[src/rm2q_sqrt_cell.sv]
// One digit cell of the pipelined square root chain.
module rm2q_sqrt_cell #(
	parameter int RAD_W  = 34,
	parameter int ROOT_W = 17,
	parameter int PAY_W  = 56
) (
	input  logic                clk,
	input  logic                arst_n,
	input  logic                in_valid,
	output logic                in_ready,
	input  logic [RAD_W-1:0]    in_rad,
	input  logic [ROOT_W+1:0]   in_rem,
	input  logic [ROOT_W-1:0]   in_root,
	input  logic [PAY_W-1:0]    in_pay,
	output logic                out_valid,
	input  logic                out_ready,
	output logic [RAD_W-1:0]    out_rad,
	output logic [ROOT_W+1:0]   out_rem,
	output logic [ROOT_W-1:0]   out_root,
	output logic [PAY_W-1:0]    out_pay
);

	localparam int REM_W = ROOT_W + 2;

	logic [REM_W+1:0]  cat;
	logic [REM_W+1:0]  trial;
	logic              ge;
	logic [REM_W+1:0]  diff;
	logic              v_q;
	logic [RAD_W-1:0]  rad_q;
	logic [REM_W-1:0]  rem_q;
	logic [ROOT_W-1:0] root_q;
	logic [PAY_W-1:0]  pay_q;

	// Bring down the next two radicand bits and try to append a one to the root.
	assign cat   = {in_rem, in_rad[RAD_W-1 -: 2]};
	assign trial = {2'b00, in_root, 2'b01};
	assign ge    = (cat >= trial);
	assign diff  = ge ? (cat - trial) : cat;

	assign in_ready = !v_q || out_ready;

	always_ff @(posedge clk or negedge arst_n) begin
		if (!arst_n) begin
			v_q <= 1'b0;
		end else if (in_ready) begin
			v_q <= in_valid;
		end
	end

	always_ff @(posedge clk) begin
		if (in_ready && in_valid) begin
			rad_q  <= in_rad << 2;
			rem_q  <= diff[REM_W-1:0];
			root_q <= {in_root[ROOT_W-2:0], ge};
			pay_q  <= in_pay;
		end
	end

	assign out_valid = v_q;
	assign out_rad   = rad_q;
	assign out_rem   = rem_q;
	assign out_root  = root_q;
	assign out_pay   = pay_q;

endmodule

[config.mk]
export PLATFORM = sky130hd
export DESIGN_NAME = rm2q_sqrt_cell
export DESIGN_NICKNAME = d
export VERILOG_FILES = /design/src/rm2q_sqrt_cell.sv
export SDC_FILE = /design/constraint.sdc
export NUM_CORES = 1
export LEC_CHECK = 0
export BUFFER_PORTS_ARGS = -buffer_cell sky130_fd_sc_hd__buf_2
export CORE_UTILIZATION = 31
export CTS_CLUSTER_DIAMETER = 50
export DETAILED_ROUTE_END_ITERATION = 10
export GPL_TIMING_DRIVEN = 0
export PLACE_DENSITY = 0.65
export SETUP_SLACK_MARGIN = 0.5
export SLEW_MARGIN = 20
export SYNTH_ARGS = -nofsm -noshare
export SYNTH_HDL_FRONTEND = slang
export SYNTH_SLANG_ARGS = --single-unit
[constraint.sdc]
create_clock -name clk -period 6.6 [get_ports clk]
set_clock_uncertainty 0.05 [all_clocks]
set_input_delay 0.99 -clock clk [delete_from_list [all_inputs] [get_ports clk]]
set_output_delay 0.99 -clock clk [all_outputs]
set_load 0.02 [all_outputs]
==> results.cfg <==
[clock_network]
cts_resized = 0
path_clk_slew_ps = 60
cts_root_buf = clkbuf_16
worstSkewPairLatency_ps = 410
cts_sinks = 125
postCtsSetupBuffers = 0
htreeDepth = 4
hold_buffers = 0
cts_buffers = 17
clockBufferDepth = 2
cts_tree = done

[setup_path]
rr_worst_depth = 4
critical_path.top_delay_family = compound AO/OA/AOI/OAI gates
reg2reg_to = out_root[11]
cp-startpoint = in_rem[0]
worstSetupPathType = input port to register
critical_path.max_fanout = 10
ff2ff_setup_slack_ps = 4650
crit_required_ps = 6710
endpoint_kind = register
cp.arrival_ps = 3320
max_stage_delay_ps = 550
path_cells = buf_2, ha_1, o211ai_1, o21ai_1, o21ai_0, nand2_1, a21o_1, buf_6, mux2_4
crit_slowest_cell = o21ai_0
crit_cells = 9
start_kind = input port
worstSetupEndpoint = out_rem[7]
r2r-start = out_valid
path_buf_inv = 2

[place]
hpwlAfterDp_mm = 10.3
gp_congestion = 0.806
port_buffers = 255
post-place-ws_ps = 2910

[yosys]
synth-simple-area-share_pct = 4.34
synthCells = 305
synth-seq-cells = 125
ys_types = 44
synth-seq-area-share_pct = 73.4
ys_warn_count = 0
synth-compound-area-share_pct = 7.08
synthMuxAreaShare_pct = 5.12
syn_area_sq_um = 5110
synth_xor_area_share_pct = 2.57
synth_top_family_by_area = compound AO/OA/AOI/OAI gates
yosys.area_share.adder_pct = 4.65
syn_area_per_cell_sq_um = 16.7

[power_and_ir_drop]
netSwitchingFraction_pct = 24.8
p_int_mw = 1.72
pwr-share-comb_pct = 14.2
p_leak_nw = 3.24
seqPwrFrac_pct = 41.6
p_sw_uw = 567
powerDensity_nw_per_um2 = 311
p_total_mw = 2.28
pwr-share-clk_pct = 44.2
vdd_drop_max_mv = 0.157

[timing]
layout_min_cycle_time_ps = 3210
final-setup-viol-count = 0
worstMarginPinSlew_ps = 737
fin_setup_tns_ps = 0
rsz0062_at_grt = false
hold_ws_ps = 287
slew_violations = 0
max_freq_mhz = 311
period_share_pct = 48.7
slew_headroom_pct = 50.4
setup_ws_ps = 3390
hold_violations = 0

[global_routing]
gr-total-overflow = 0
grt.total_usage_pct = 15.6
first_global_vias = 3606
grt_pass1_wl_mm = 19.3
grt_max_degree = 50
antenna_found_initial = 3

[floorplan]
core_area_sq_um = 16000
die_height_microns = 130
dieArea_sq_um = 17000
placementRows = 46
start_util_pct = 31.9
pin_count = 258
dieWidth_microns = 130

[cells_and_area]
final_util_pct = 45.9
layout-drive-gt1-share_pct = 53.7
syn_to_final_growth_pct = 43.7
layout.nets = 731

[job]
cap_violations = 0

[detailed_routing]
drt_iter0_markers = 233
viasPerCell = 4.47
wirelength_mm = 13.4
antenna_left = 0
wl_per_cell_microns = 16.5
drt_first_pass_iters = 4
drc = 0
via_count = 3622

[hold_path]
hp-class = input port to asynchronous set/reset pin

[outcome]
status = complete, no violations
==> worst reg2reg max path: cells and delay by family, from the launching register on <==
family	cells	cell delay, ps
simple gates	2	570
buf+inv	2	600
flops	1	380
==> stage by stage <==
| step | std cells | cell area [sq um] |
|---|---|---|
| floorplan | 306 | 5110 |
| global placement | 777 | 6660 |
| detailed placement | 779 | 6710 |
| CTS | 810 | 7340 |
| global route | 810 | 7340 |
| finish | 811 | 7340 |
==> power by group through the flow <==
| stage | Clock (mW) | Sequential [mW] | Combinational, mW |
|---|---|---|---|
| 6_report | 1.01 | 0.949 | 0.324 |
| 5_1_grt | 1.06 | 0.955 | 0.352 |
| 4_1_cts | 1.03 | 0.950 | 0.328 |
| 3_5_place_dp | 0 | 0.966 | 0.326 |
| 3_3_place_gp | 0 | 0.973 | 0.316 |
| 2_1_floorplan | 0 | 1.04 | 0.137 |
==> routing by layer <==
layer / global-route usage (%) / routed length, microns / up-vias / share of wire [%]
li1: - / - / 1723 / -
met1: 16.5 / 4870 / 1706 / 36
met2: 27.9 / 7010 / 170 / 52
met3: 6.11 / 1310 / 19 / 9.8
met4: 6.02 / 179 / 4 / 1.3
met5: 0 / 25 / - / 0.19
==> sequential cells by signal, summed over array words and instances, names as in the netlist <==
signal     flops
out_valid      1
out_pay       56
out_rem       19
out_rad       32
out_root      17
==> synth_stat cells <==
| cell | n | area share (%) |
|---|---|---|
| nand4_1 | 4 | 0.49 |
| nand2_1 | 15 | 1.1 |
| a311oi_1 | 1 | 0.17 |
| xor2_1 | 7 | 1.2 |
| and4_4 | 1 | 0.22 |
| a21oi_4 | 1 | 0.32 |
| a21oi_1 | 14 | 1.4 |
| nand3_1 | 2 | 0.20 |
| o31ai_1 | 1 | 0.15 |
| a2111oi_2 | 1 | 0.29 |
| a21boi_0 | 2 | 0.29 |
| o21ai_1 | 2 | 0.20 |
| edfxtp_1 | 124 | 73 |
| a21o_1 | 4 | 0.59 |
| nor2b_1 | 1 | 0.12 |
| buf_4 | 2 | 0.29 |
| a211oi_1 | 4 | 0.59 |
| mux2_4 | 16 | 4.7 |
| a21bo_2 | 1 | 0.20 |
| dfrtp_1 | 1 | 0.49 |
| o21a_1 | 1 | 0.15 |
| buf_2 | 2 | 0.20 |
| conb_1 | 1 | 0.073 |
| a21oi_2 | 1 | 0.17 |
| nor4_1 | 1 | 0.12 |
| nor3_1 | 3 | 0.29 |
| o2111ai_1 | 1 | 0.17 |
| o22ai_1 | 1 | 0.12 |
| o211ai_1 | 5 | 0.74 |
| a31oi_1 | 2 | 0.24 |
| o21ai_0 | 10 | 0.98 |
| nand2b_1 | 4 | 0.49 |
| ha_1 | 19 | 4.7 |
| mux2_2 | 1 | 0.22 |
| buf_6 | 3 | 0.66 |
| xnor2_1 | 8 | 1.4 |
| mux2i_1 | 1 | 0.20 |
| and2_4 | 1 | 0.17 |
| inv_1 | 22 | 1.6 |
| o211a_1 | 1 | 0.20 |
| nor2_1 | 7 | 0.51 |
| and2_1 | 3 | 0.37 |
| o21bai_1 | 1 | 0.15 |
| and3_1 | 2 | 0.24 |
==> layout by cell type, fill, tap and decap left out, drive strengths merged, types with 2 or more instances in the layout <==
cell type | synthesis | final
inv | 22 | 30
o21ai | 12 | 12
xor2 | 7 | 7
nand3 | 2 | 2
xnor2 | 8 | 8
and2 | 4 | 4
a21boi | 2 | 2
mux2 | 17 | 17
nand4 | 4 | 4
edfxtp | 124 | 124
conb | 1 | 2
a31oi | 2 | 2
ha | 19 | 19
nand2b | 4 | 4
nand2 | 15 | 15
clkbuf | 0 | 17
a211oi | 4 | 4
a21oi | 16 | 16
and3 | 2 | 2
o211ai | 5 | 5
bufinv | 0 | 4
nor3 | 3 | 3
nor2 | 7 | 7
a21o | 4 | 4
buf | 7 | 264
==> layout make-up <==
cell class / count / area (sq um)
antenna: 1 / 2.50
buffer: 7 / 58.8
clock buffer: 17 / 425
clock inverter: 14 / 205
fill: 1463 / 8660
inverter: 22 / 82.6
multi-input combinational: 152 / 1220
sequential: 125 / 3750
tap: 216 / 270
timing repair buffer: 257 / 1320
==> cell families after synthesis <==
kind of cell / count (synthesis)
flops: 125
compound gates: 54
simple gates: 44
buf+inv: 29
fa+ha+maj: 19
mux: 18
xor+xnor: 15
other cells: 1
==> worst min path at each step <==
| stage | end | slack (ps) | depth (start not counted) |
|---|---|---|---|
| 2_1_floorplan | out_valid | 640 | 0 |
| 3_3_place_gp | out_valid | 450 | 2 |
| 3_5_place_dp | out_valid | 500 | 2 |
| 4_1_cts | out_valid | 270 | 1 |
| 5_1_grt | out_valid | 260 | 1 |
| 6_report | out_valid | 290 | 1 |
Power figures use the tool's default switching activity.
