==> src/rm2q_div_cell.sv <==
// One quotient bit cell of the three lane pipelined divider chain.
module rm2q_div_cell #(
	parameter int DIV_W = 32,
	parameter int DEN_W = 18,
	parameter int PAY_W = 22
) (
	input  logic                       clk,
	input  logic                       arst_n,
	input  logic                       in_valid,
	output logic                       in_ready,
	input  logic [2:0][DIV_W-1:0]      in_num,
	input  logic [2:0][DEN_W-1:0]      in_rem,
	input  logic [DEN_W-1:0]           in_den,
	input  logic [PAY_W-1:0]           in_pay,
	output logic                       out_valid,
	input  logic                       out_ready,
	output logic [2:0][DIV_W-1:0]      out_num,
	output logic [2:0][DEN_W-1:0]      out_rem,
	output logic [DEN_W-1:0]           out_den,
	output logic [PAY_W-1:0]           out_pay
);

	logic [2:0][DEN_W:0]   cat;
	logic [2:0]            ge;
	logic [2:0][DEN_W:0]   diff;
	logic [2:0][DIV_W-1:0] num_n;
	logic                  v_q;
	logic [2:0][DIV_W-1:0] num_q;
	logic [2:0][DEN_W-1:0] rem_q;
	logic [DEN_W-1:0]      den_q;
	logic [PAY_W-1:0]      pay_q;

	// The dividend shifts out at the top while quotient bits shift in at the bottom.
	always_comb begin
		for (int i = 0; i < 3; i++) begin
			cat[i]   = {in_rem[i], in_num[i][DIV_W-1]};
			ge[i]    = (cat[i] >= {1'b0, in_den});
			diff[i]  = ge[i] ? (cat[i] - {1'b0, in_den}) : cat[i];
			num_n[i] = {in_num[i][DIV_W-2:0], ge[i]};
		end
	end

	assign in_ready = !v_q || out_ready;

	always_ff @(posedge clk or negedge arst_n) begin
		if (!arst_n) begin
			v_q <= 1'b0;
		end else if (in_ready) begin
			v_q <= in_valid;
		end
	end

	always_ff @(posedge clk) begin
		if (in_ready && in_valid) begin
			for (int i = 0; i < 3; i++) begin
				num_q[i] <= num_n[i];
				rem_q[i] <= diff[i][DEN_W-1:0];
			end
			den_q <= in_den;
			pay_q <= in_pay;
		end
	end

	assign out_valid = v_q;
	assign out_num   = num_q;
	assign out_rem   = rem_q;
	assign out_den   = den_q;
	assign out_pay   = pay_q;

endmodule

==> config.mk <==
export PLATFORM = sky130hd
export DESIGN_NAME = rm2q_div_cell
export DESIGN_NICKNAME = d
export VERILOG_FILES = /design/src/rm2q_div_cell.sv
export SDC_FILE = /design/constraint.sdc
export NUM_CORES = 1
export LEC_CHECK = 0
export BUFFER_PORTS_ARGS = -buffer_cell sky130_fd_sc_hd__buf_2
export CAP_MARGIN = 25
export CORE_ASPECT_RATIO = 2
export CORE_UTILIZATION = 35
export CTS_CLUSTER_SIZE = 14
export DETAILED_ROUTE_END_ITERATION = 16
export PLACE_DENSITY = 0.68
export REMOVE_ABC_BUFFERS = 1
export SLEW_MARGIN = 30
export SYNTH_ARGS = -nofsm -noshare
export SYNTH_HDL_FRONTEND = slang
export SYNTH_SLANG_ARGS = --single-unit
==> constraint.sdc <==
create_clock -name clk -period 5.14 [get_ports clk]
set_input_delay 0.514 -clock clk [delete_from_list [all_inputs] [get_ports clk]]
set_output_delay 0.514 -clock clk [all_outputs]
set_load 0.02 [all_outputs]
==> results of run 1 <==
how the worst max path moves through the flow:
stage                          from                    end  depth (start not counted)  slack (ps)
after floorplan           out_ready   out_den[0]$_DFFE_PP_                          2        -580
after global placement    in_den[1]   out_rem[8]$_DFFE_PP_                          9        1750
after detailed placement  in_den[4]  out_rem[42]$_DFFE_PP_                          9        1660
after CTS                 in_den[4]  out_rem[46]$_DFFE_PP_                          9        2150
after global routing      in_den[4]  out_rem[47]$_DFFE_PP_                          9        2000
final                     in_den[4]  out_rem[46]$_DFFE_PP_                          9        2150
metal layers:
metal  up-vias  track usage [%]  share of wire [%]
li1       3444                -                  -
met1      3444            20.08                 35
met2       348            38.73                 55
met3        65            3.488                5.0
met4         0            13.46                5.1
met5         -                0                  0
stage by stage:
step	cells	setup TNS [ps]	setup WS [ps]
6_report	1438	0	2151
5_1_grt	1438	0	1997
4_1_cts	1438	0	2148
3_3_place_gp	1405	0	1747
2_1_floorplan	673	-110030	-579.1
3_5_place_dp	1405	0	1665
report_power, final:
group,internal [W],total (W),switching (W)
sequential,0.00186,0.00189,0.0000281
combinational,0.000353,0.000905,0.000552
clock,0.000662,0.00132,0.000661
total,0.00288,0.00412,0.00124
sequential cells by signal, indices dropped and copies added, names as in the netlist:
| register | cells |
|---|---|
| out_pay | 22 |
| out_num | 96 |
| out_rem | 54 |
| out_den | 18 |
| out_valid | 1 |
worst max-delay path: stages:
cell and delay [ps]:
sky130_fd_sc_hd__buf_2 100, sky130_fd_sc_hd__inv_1 150, sky130_fd_sc_hd__ha_1 340, sky130_fd_sc_hd__a21o_1 220
sky130_fd_sc_hd__a31oi_2 310, sky130_fd_sc_hd__a211oi_4 130, sky130_fd_sc_hd__o21ai_2 240, sky130_fd_sc_hd__and2_1 760
sky130_fd_sc_hd__mux2_2 420
what timing repair did:
item,CTS,global route
hold buffers,1,0
hold endpoints to repair,1,0
setup endpoints to repair,0,0
kinds of logic (layout without fill, tap and decap cells):
logic type | count (synthesis) | in the layout | share of synthesized area (%)
AOI/OAI and AO/OA | 175 | 175 | 12.98
xor gates and xnor gates | 39 | 39 | 3.608
adders and majority gates | 57 | 57 | 7.772
buffers and inverters | 51 | 452 | 2.577
DFF | 191 | 191 | 60.53
muxes | 36 | 36 | 4.666
and+or+nand+nor | 144 | 144 | 7.864
cell usage in the layout (no fill, tap or decap), types with 17 or more instances in the layout:
cell	synthesis	layout
sky130_fd_sc_hd__xnor2_1	25	25
sky130_fd_sc_hd__ha_1	54	54
sky130_fd_sc_hd__edfxtp_1	190	190
sky130_fd_sc_hd__nand2_1	48	48
sky130_fd_sc_hd__a21oi_1	44	44
sky130_fd_sc_hd__nor2_1	19	19
sky130_fd_sc_hd__inv_1	31	31
sky130_fd_sc_hd__clkbuf_16	0	17
sky130_fd_sc_hd__mux2_2	20	20
sky130_fd_sc_hd__buf_2	5	385
sky130_fd_sc_hd__o21ai_0	31	31
cell type report:
type                    instances  area [µm²]
clock buffers                  17       425.4
well taps                     344       430.4
multi-input cells             451        3495
inverters                      31       116.4
fillers                      2421       14030
repair buffers                389        1972
clock inverters                15       185.2
flip-flops and latches        191        5731
==> results.rst, run 1 <==
.. list-table::
   :header-rows: 1

   * - Metric
     - Value
   * - Fraction of post-synthesis cell area in the top cell type by area
     - approximately three fifths
   * - Ratio of cells with drive above 1 in the final layout
     - between 40% and 50%
   * - Final wirelength
     - 28.62 mm
   * - Number of antenna violations at the first check in global routing
     - 0
   * - Total I/O pin count
     - 386
   * - Static leakage
     - 5.263 nW
   * - Total grt overflow
     - 0
   * - Max clock buf depth
     - 2
   * - CP Capture Type
     - register
   * - Post-synth ARST share
     - less than 1%
   * - Number of diodes added for antenna fixing
     - 0
   * - Relative slew slack
     - 40.46%
   * - Cell count of the worst hold path
     - 1
   * - Reg2reg path depth
     - 3
   * - H-Tree Depth
     - 4
   * - Antenna-violating nets left
     - 0
   * - Crit share post-route
     - 58.16%
   * - First-pass GRT wire length
     - 41.15 mm
   * - Synthesis-to-layout area growth
     - 30.50%
   * - End-of-flow core utilization
     - 46.83%
   * - Measured slew at the worst slew-check pin
     - about 890 ps
   * - Number of endpoints with negative hold slack in the final report
     - 0
   * - Worst-Skew Late Latency
     - between 400 and 500 ps
   * - Detail-routed net length per standard cell
     - 19.90 µm
   * - Register-to-register setup slack
     - 2940 ps
   * - Total power
     - 0.004117 W
   * - Starting density of the core
     - 35.89%
   * - Clock input transition at the sequential cells of the worst setup and hold paths
     - approximately 80 ps
   * - Hold Crit Endpoint
     - out_num[43]$_DFFE_PP_
   * - Number of DRC violations after detailed routing
     - 0
   * - Number of max-cap violations
     - 0
   * - Worst flop-to-flop path endpoint
     - out_den[6]$_DFFE_PP_
   * - Worst hold margin
     - 233.5 ps
   * - Most used DFF post-synth
     - sky130_fd_sc_hd__edfxtp_1
   * - Placement-stage cell area
     - 11730 µm²
   * - Worst ir drop on vdd
     - 0.1862 mV
   * - Number of buffers created by CTS
     - 17
   * - Clock period minus final worst setup slack
     - 2989 ps
   * - Synthesized instance count
     - 693
   * - # nets final
     - 1332
   * - Vias/cell
     - between 5 and 6
   * - Post-synth EDFFs
     - 190
   * - Cell with the most instances after synthesis
     - sky130_fd_sc_hd__edfxtp_1
   * - Cell row count
     - between 80 and 90
   * - Netlist area before placement
     - 9467 µm²
   * - Worst Hold Class
     - primary input to register
   * - Library cell used as clock root buffer
     - sky130_fd_sc_hd__clkbuf_16
   * - Area enclosed by the die boundary
     - around 28000 µm²
   * - Core Region
     - 26380 µm²
   * - Synth top area cells
     - sky130_fd_sc_hd__edfxtp_1 (60%), sky130_fd_sc_hd__ha_1 (7.1%), sky130_fd_sc_hd__mux2_2 (2.4%)
   * - Outcome
     - finished, final reports clean
   * - Height of the chip
     - 234.6 µm
   * - Required time of the worst setup path
     - 5340 ps
   * - Avg Synthesized Cell Area
     - 13.66 µm²
   * - Cell area after layout
     - about 12000 µm²
   * - Most frequent cells after synthesis
     - sky130_fd_sc_hd__edfxtp_1 (190), sky130_fd_sc_hd__ha_1 (54), sky130_fd_sc_hd__nand2_1 (48)
   * - TritonCTS clock tree
     - built
   * - Worst path arrival time
     - 3180 ps
   * - Unrepaired setup endpoints after global routing
     - no
   * - CTS Sinks
     - 191
   * - Maximum net fanout on the critical path
     - 19
   * - RD Place Congestion
     - 0.9114
   * - Combined global-route utilization of all metal layers
     - 20.36%
   * - Count of yosys warnings during synthesis
     - 0
   * - Post-CTS setup-driven buffer insertion count
     - 0
   * - Placed wire-length estimate
     - roughly 23 mm
   * - # port buffers
     - 385
   * - Start-to-end type of the worst setup path
     - primary input to register
   * - Power density over the cells
     - about 330 nW/µm²
   * - Crit start category
     - primary input
   * - Die outline width
     - 118.3 µm
   * - Pins Over Slew Limit
     - 0
   * - Number of vias after detailed routing
     - around 7300
   * - Vias in the first global route
     - 7161
   * - Maximum clock frequency
     - 334.5 MHz
   * - Pin count of the biggest net entering global routing
     - 89
   * - Post-Route Skew
     - 10.62 ps
   * - Distinct cells, synth
     - 70
   * - Number of flip-flops and latches in the synthesized netlist
     - 191
   * - Launch point of the worst reg-to-reg path
     - out_valid$_DFFE_PN0N_
   * - DRT iter0 DRCs
     - around 430
   * - Sequential fraction of the synthesis area
     - 60.53%
   * - Cell type with the largest total area after synthesis
     - sky130_fd_sc_hd__edfxtp_1
   * - Start point of the worst min-delay path
     - in_num[42]
   * - Post-CTS sizing
     - 0
   * - Final count of negative-setup-slack endpoints
     - 0
   * - Count of TritonRoute iterations in the first routing pass
     - 5
Note: power is estimated with default switching activity, not from simulation.
==> run 2: changes to the inputs <==
--- a/config.mk
+++ b/config.mk
@@ -11,7 +11,7 @@
 export CORE_UTILIZATION = 35
 export CTS_CLUSTER_SIZE = 14
 export DETAILED_ROUTE_END_ITERATION = 16
-export PLACE_DENSITY = 0.68
+export PLACE_DENSITY = 0.66
 export REMOVE_ABC_BUFFERS = 1
 export SLEW_MARGIN = 30
 export SYNTH_ARGS = -nofsm -noshare
==> constraint.sdc (replaced) <==
create_clock -name clk -period 3.05 [get_ports clk]
set_input_delay 0.305 -clock clk [delete_from_list [all_inputs] [get_ports clk]]
set_output_delay 0.305 -clock clk [all_outputs]
set_load 0.02 [all_outputs]
==> run 2 against run 1 <==
- first-iteration DRC count shrank 6.1%
- flip-flop and latch count is the same
- largest power group unchanged
- cell area grew 4.4%
- clock skew shrank 2.6 ps
- register-to-register slack lost 1600 ps
- total power grew 71%
- global-route usage grew 1.1 points
==> results.rst, run 2 (synthesis gave the netlist of run 1 again) <==
.. list-table::
   :header-rows: 1

   * - Metric
     - Value
   * - Outcome
     - finished, final reports clean
   * - Storage element area
     - 5731 µm²
   * - Leading cell type in the layout, fill and taps excluded
     - sky130_fd_sc_hd__buf_2
   * - Power density over the cells
     - between 500 and 600 nW/µm²
   * - Post-CTS setup-driven buffer insertion count
     - 0
   * - Count of TritonRoute iterations in the first routing pass
     - 4
   * - Most frequent cell on the critical path
     - sky130_fd_sc_hd__inv_1
   * - Number of endpoints with negative hold slack in the final report
     - 0
   * - Number of hold-repair buffers added at the cts stage
     - 42
   * - TritonCTS clock tree
     - built
   * - Antenna-violating nets left
     - 0
   * - # port buffers
     - 385
   * - Ratio of cells with drive above 1 in the final layout
     - about 42%
   * - Final standard cell count with taps included and fillers excluded
     - 1494
   * - Crit-path cells
     - buf_2 > inv_1 > ha_1 > and3_1 > nand4_4 > o41ai_2 > a211oi_2 > buf_4 > inv_1 > mux2_2
   * - Smallest setup slack after layout
     - ~550 ps
   * - Number of antenna violations at the first check in global routing
     - 1
   * - H-Tree Depth
     - 4
   * - Proportion of power drawn by the clock network
     - 32.0%
   * - Maximum clock frequency
     - ~400 MHz
   * - Pins Over Slew Limit
     - 0
   * - Internal cell power
     - between 0.004 and 0.005 W
   * - Measured slew at the worst slew-check pin
     - 561.1 ps
   * - Cell class contributing the biggest share of worst-path delay
     - compound AO/OA/AOI/OAI gates
   * - First-pass GRT wire length
     - 43.24 mm
   * - Combined global-route utilization of all metal layers
     - a little over a fifth
   * - Area enclosed by the die boundary
     - around 28000 µm²
   * - Relative contribution of combinational cells to total power
     - 22.9%
   * - Worst Hold Class
     - primary input to register
   * - Startpoint of the worst setup timing path
     - in_den[12]
   * - Pin count of the biggest net entering global routing
     - 78
   * - Height of the chip
     - 234.6 µm
   * - Final wirelength
     - ~30 mm
   * - Number of max-cap violations
     - 0
   * - Starting density of the core
     - 35.89%
   * - RD Place Congestion
     - just over 0.9
   * - Synthesis-to-layout area growth
     - 36.21%
   * - CTS Sinks
     - 191
   * - Largest register FFs
     - 96
   * - Crit start category
     - primary input
   * - Number of vias after detailed routing
     - 7475
   * - Launch point of the worst reg-to-reg path
     - out_valid$_DFFE_PN0N_
   * - Required time of the worst setup path
     - 3250 ps
   * - Start-to-end type of the worst setup path
     - primary input to register
   * - # placed instances
     - between 1000 and 1500
   * - Post-Route Skew
     - 8.072 ps
   * - Total I/O pin count
     - 386
   * - Count of buffer and inverter cells on the critical path
     - 4
   * - Sw frac
     - a little under a third
   * - Cell row count
     - 84
   * - Footprint of the multi-input gates
     - 3495 µm²
   * - Detail-routed net length per standard cell
     - 20.22 µm
   * - Maximum net fanout on the critical path
     - 19
   * - Placed wire-length estimate
     - 24.38 mm
   * - Relative slew slack
     - between 60% and 70%
   * - Vias in the first global route
     - 7514
   * - # nets final
     - 1387
   * - Number of buffers created by CTS
     - 17
   * - Filler cell count in the final layout
     - approximately 2400
   * - Setup slack at placement
     - about 100 ps
   * - Sequential cell fraction of total power
     - around 45%
   * - Clock input transition at the sequential cells of the worst setup and hold paths
     - 80 ps
   * - Number of DRC violations after detailed routing
     - 0
   * - Total grt overflow
     - 0
   * - CP Capture Type
     - register
   * - Unrepaired setup endpoints after global routing
     - no
   * - Start point of the worst min-delay path
     - in_num[2]
   * - Worst-Skew Late Latency
     - 450 ps
   * - Largest incremental delay on the critical path
     - 480 ps
   * - DRT iter0 DRCs
     - 400
   * - Crit share post-route
     - 82.11%
   * - Clock period minus final worst setup slack
     - 2504 ps
   * - Accumulated negative setup slack
     - 0 ps
   * - Core Region
     - roughly 26000 µm²
   * - Worst path arrival time
     - 2710 ps
   * - Most used cells in the layout excluding fill and tap cells
     - sky130_fd_sc_hd__buf_2 (385), sky130_fd_sc_hd__edfxtp_1 (190), sky130_fd_sc_hd__ha_1 (54), sky130_fd_sc_hd__nand2_1 (48), sky130_fd_sc_hd__a21oi_1 (44)
   * - Vias/cell
     - 5.003
   * - Net switching component of the power
     - between 0.002 and 0.0025 W
   * - Die outline width
     - approximately 120 µm
   * - Max clock buf depth
     - 2
   * - Library cell used as clock root buffer
     - sky130_fd_sc_hd__clkbuf_16
   * - Total power
     - around 0.0070 W
   * - Critical path's slowest cell
     - sky130_fd_sc_hd__o41ai_2
   * - Final count of negative-setup-slack endpoints
     - 0
   * - Worst ir drop on vdd
     - 0.3144 mV
   * - Static leakage
     - about 5.5 nW
   * - Post-CTS sizing
     - 0
==> run 2: changes by cell type in the layout (fill, tap and decap cells not counted), sizes merged <==
cell and change:
buf +14, clkinv -2, diode +1, clkinvlp +1, inv +1, dlygate4sd3 +41
==> run 2: final timing paths <==
kind / endpoint / slack [ps] / cells past startpoint
min: out_num[3]$_DFFE_PP_ / 30 / 1
max: out_rem[7]$_DFFE_PP_ / 550 / 10
min in group asynchronous: out_valid$_DFFE_PN0N_ / 190 / 2
max in group asynchronous: out_valid$_DFFE_PN0N_ / 2760 / 2
max reg2reg: out_rem[3]$_DFFE_PP_ / 1300 / 3
min reg2reg: out_valid$_DFFE_PN0N_ / 560 / 2
==> run 2: routing by layer <==
layer,GRT usage (%),vias up,wire [µm]
li1,-,3552,-
met1,20.70,3526,10320
met2,41.69,325,17080
met3,3.634,72,1285
met4,13.62,0,1524
met5,0,-,0
==> run 2: power by group through the flow <==
stage               sequential, W  combinational [W]  clock (W)
finish                    0.00318            0.00161    0.00225
floorplan                 0.00350           0.000738          0
detailed placement        0.00324            0.00157          0
CTS                       0.00318            0.00162    0.00233
global route              0.00320            0.00174    0.00240
global placement          0.00324            0.00156          0
==> run 2: metrics by stage <==
step | instance area [µm²] | utilization [%] | hold WS [ps]
global placement | 11860 | 44.97 | 95.96
CTS | 12890 | 48.87 | 0.03195
floorplan | 9339 | - | 9.409
finish | 12890 | 48.88 | 34.15
global route | 12890 | 48.88 | 6.725
detailed placement | 11860 | 44.97 | 102.8
==> run 2: area by class of cell <==
| type | instances | area share [%] |
|---|---|---|
| Sequential cell | 191 | 44.44 |
| Clock inverter | 15 | 1.417 |
| Tap cell | 344 | 3.338 |
| Antenna cell | 1 | 0.01941 |
| Timing Repair Buffer | 444 | 19.48 |
| Inverter | 31 | 0.9024 |
| Multi-Input combinational cell | 451 | 27.10 |
| Clock buffer | 17 | 3.299 |
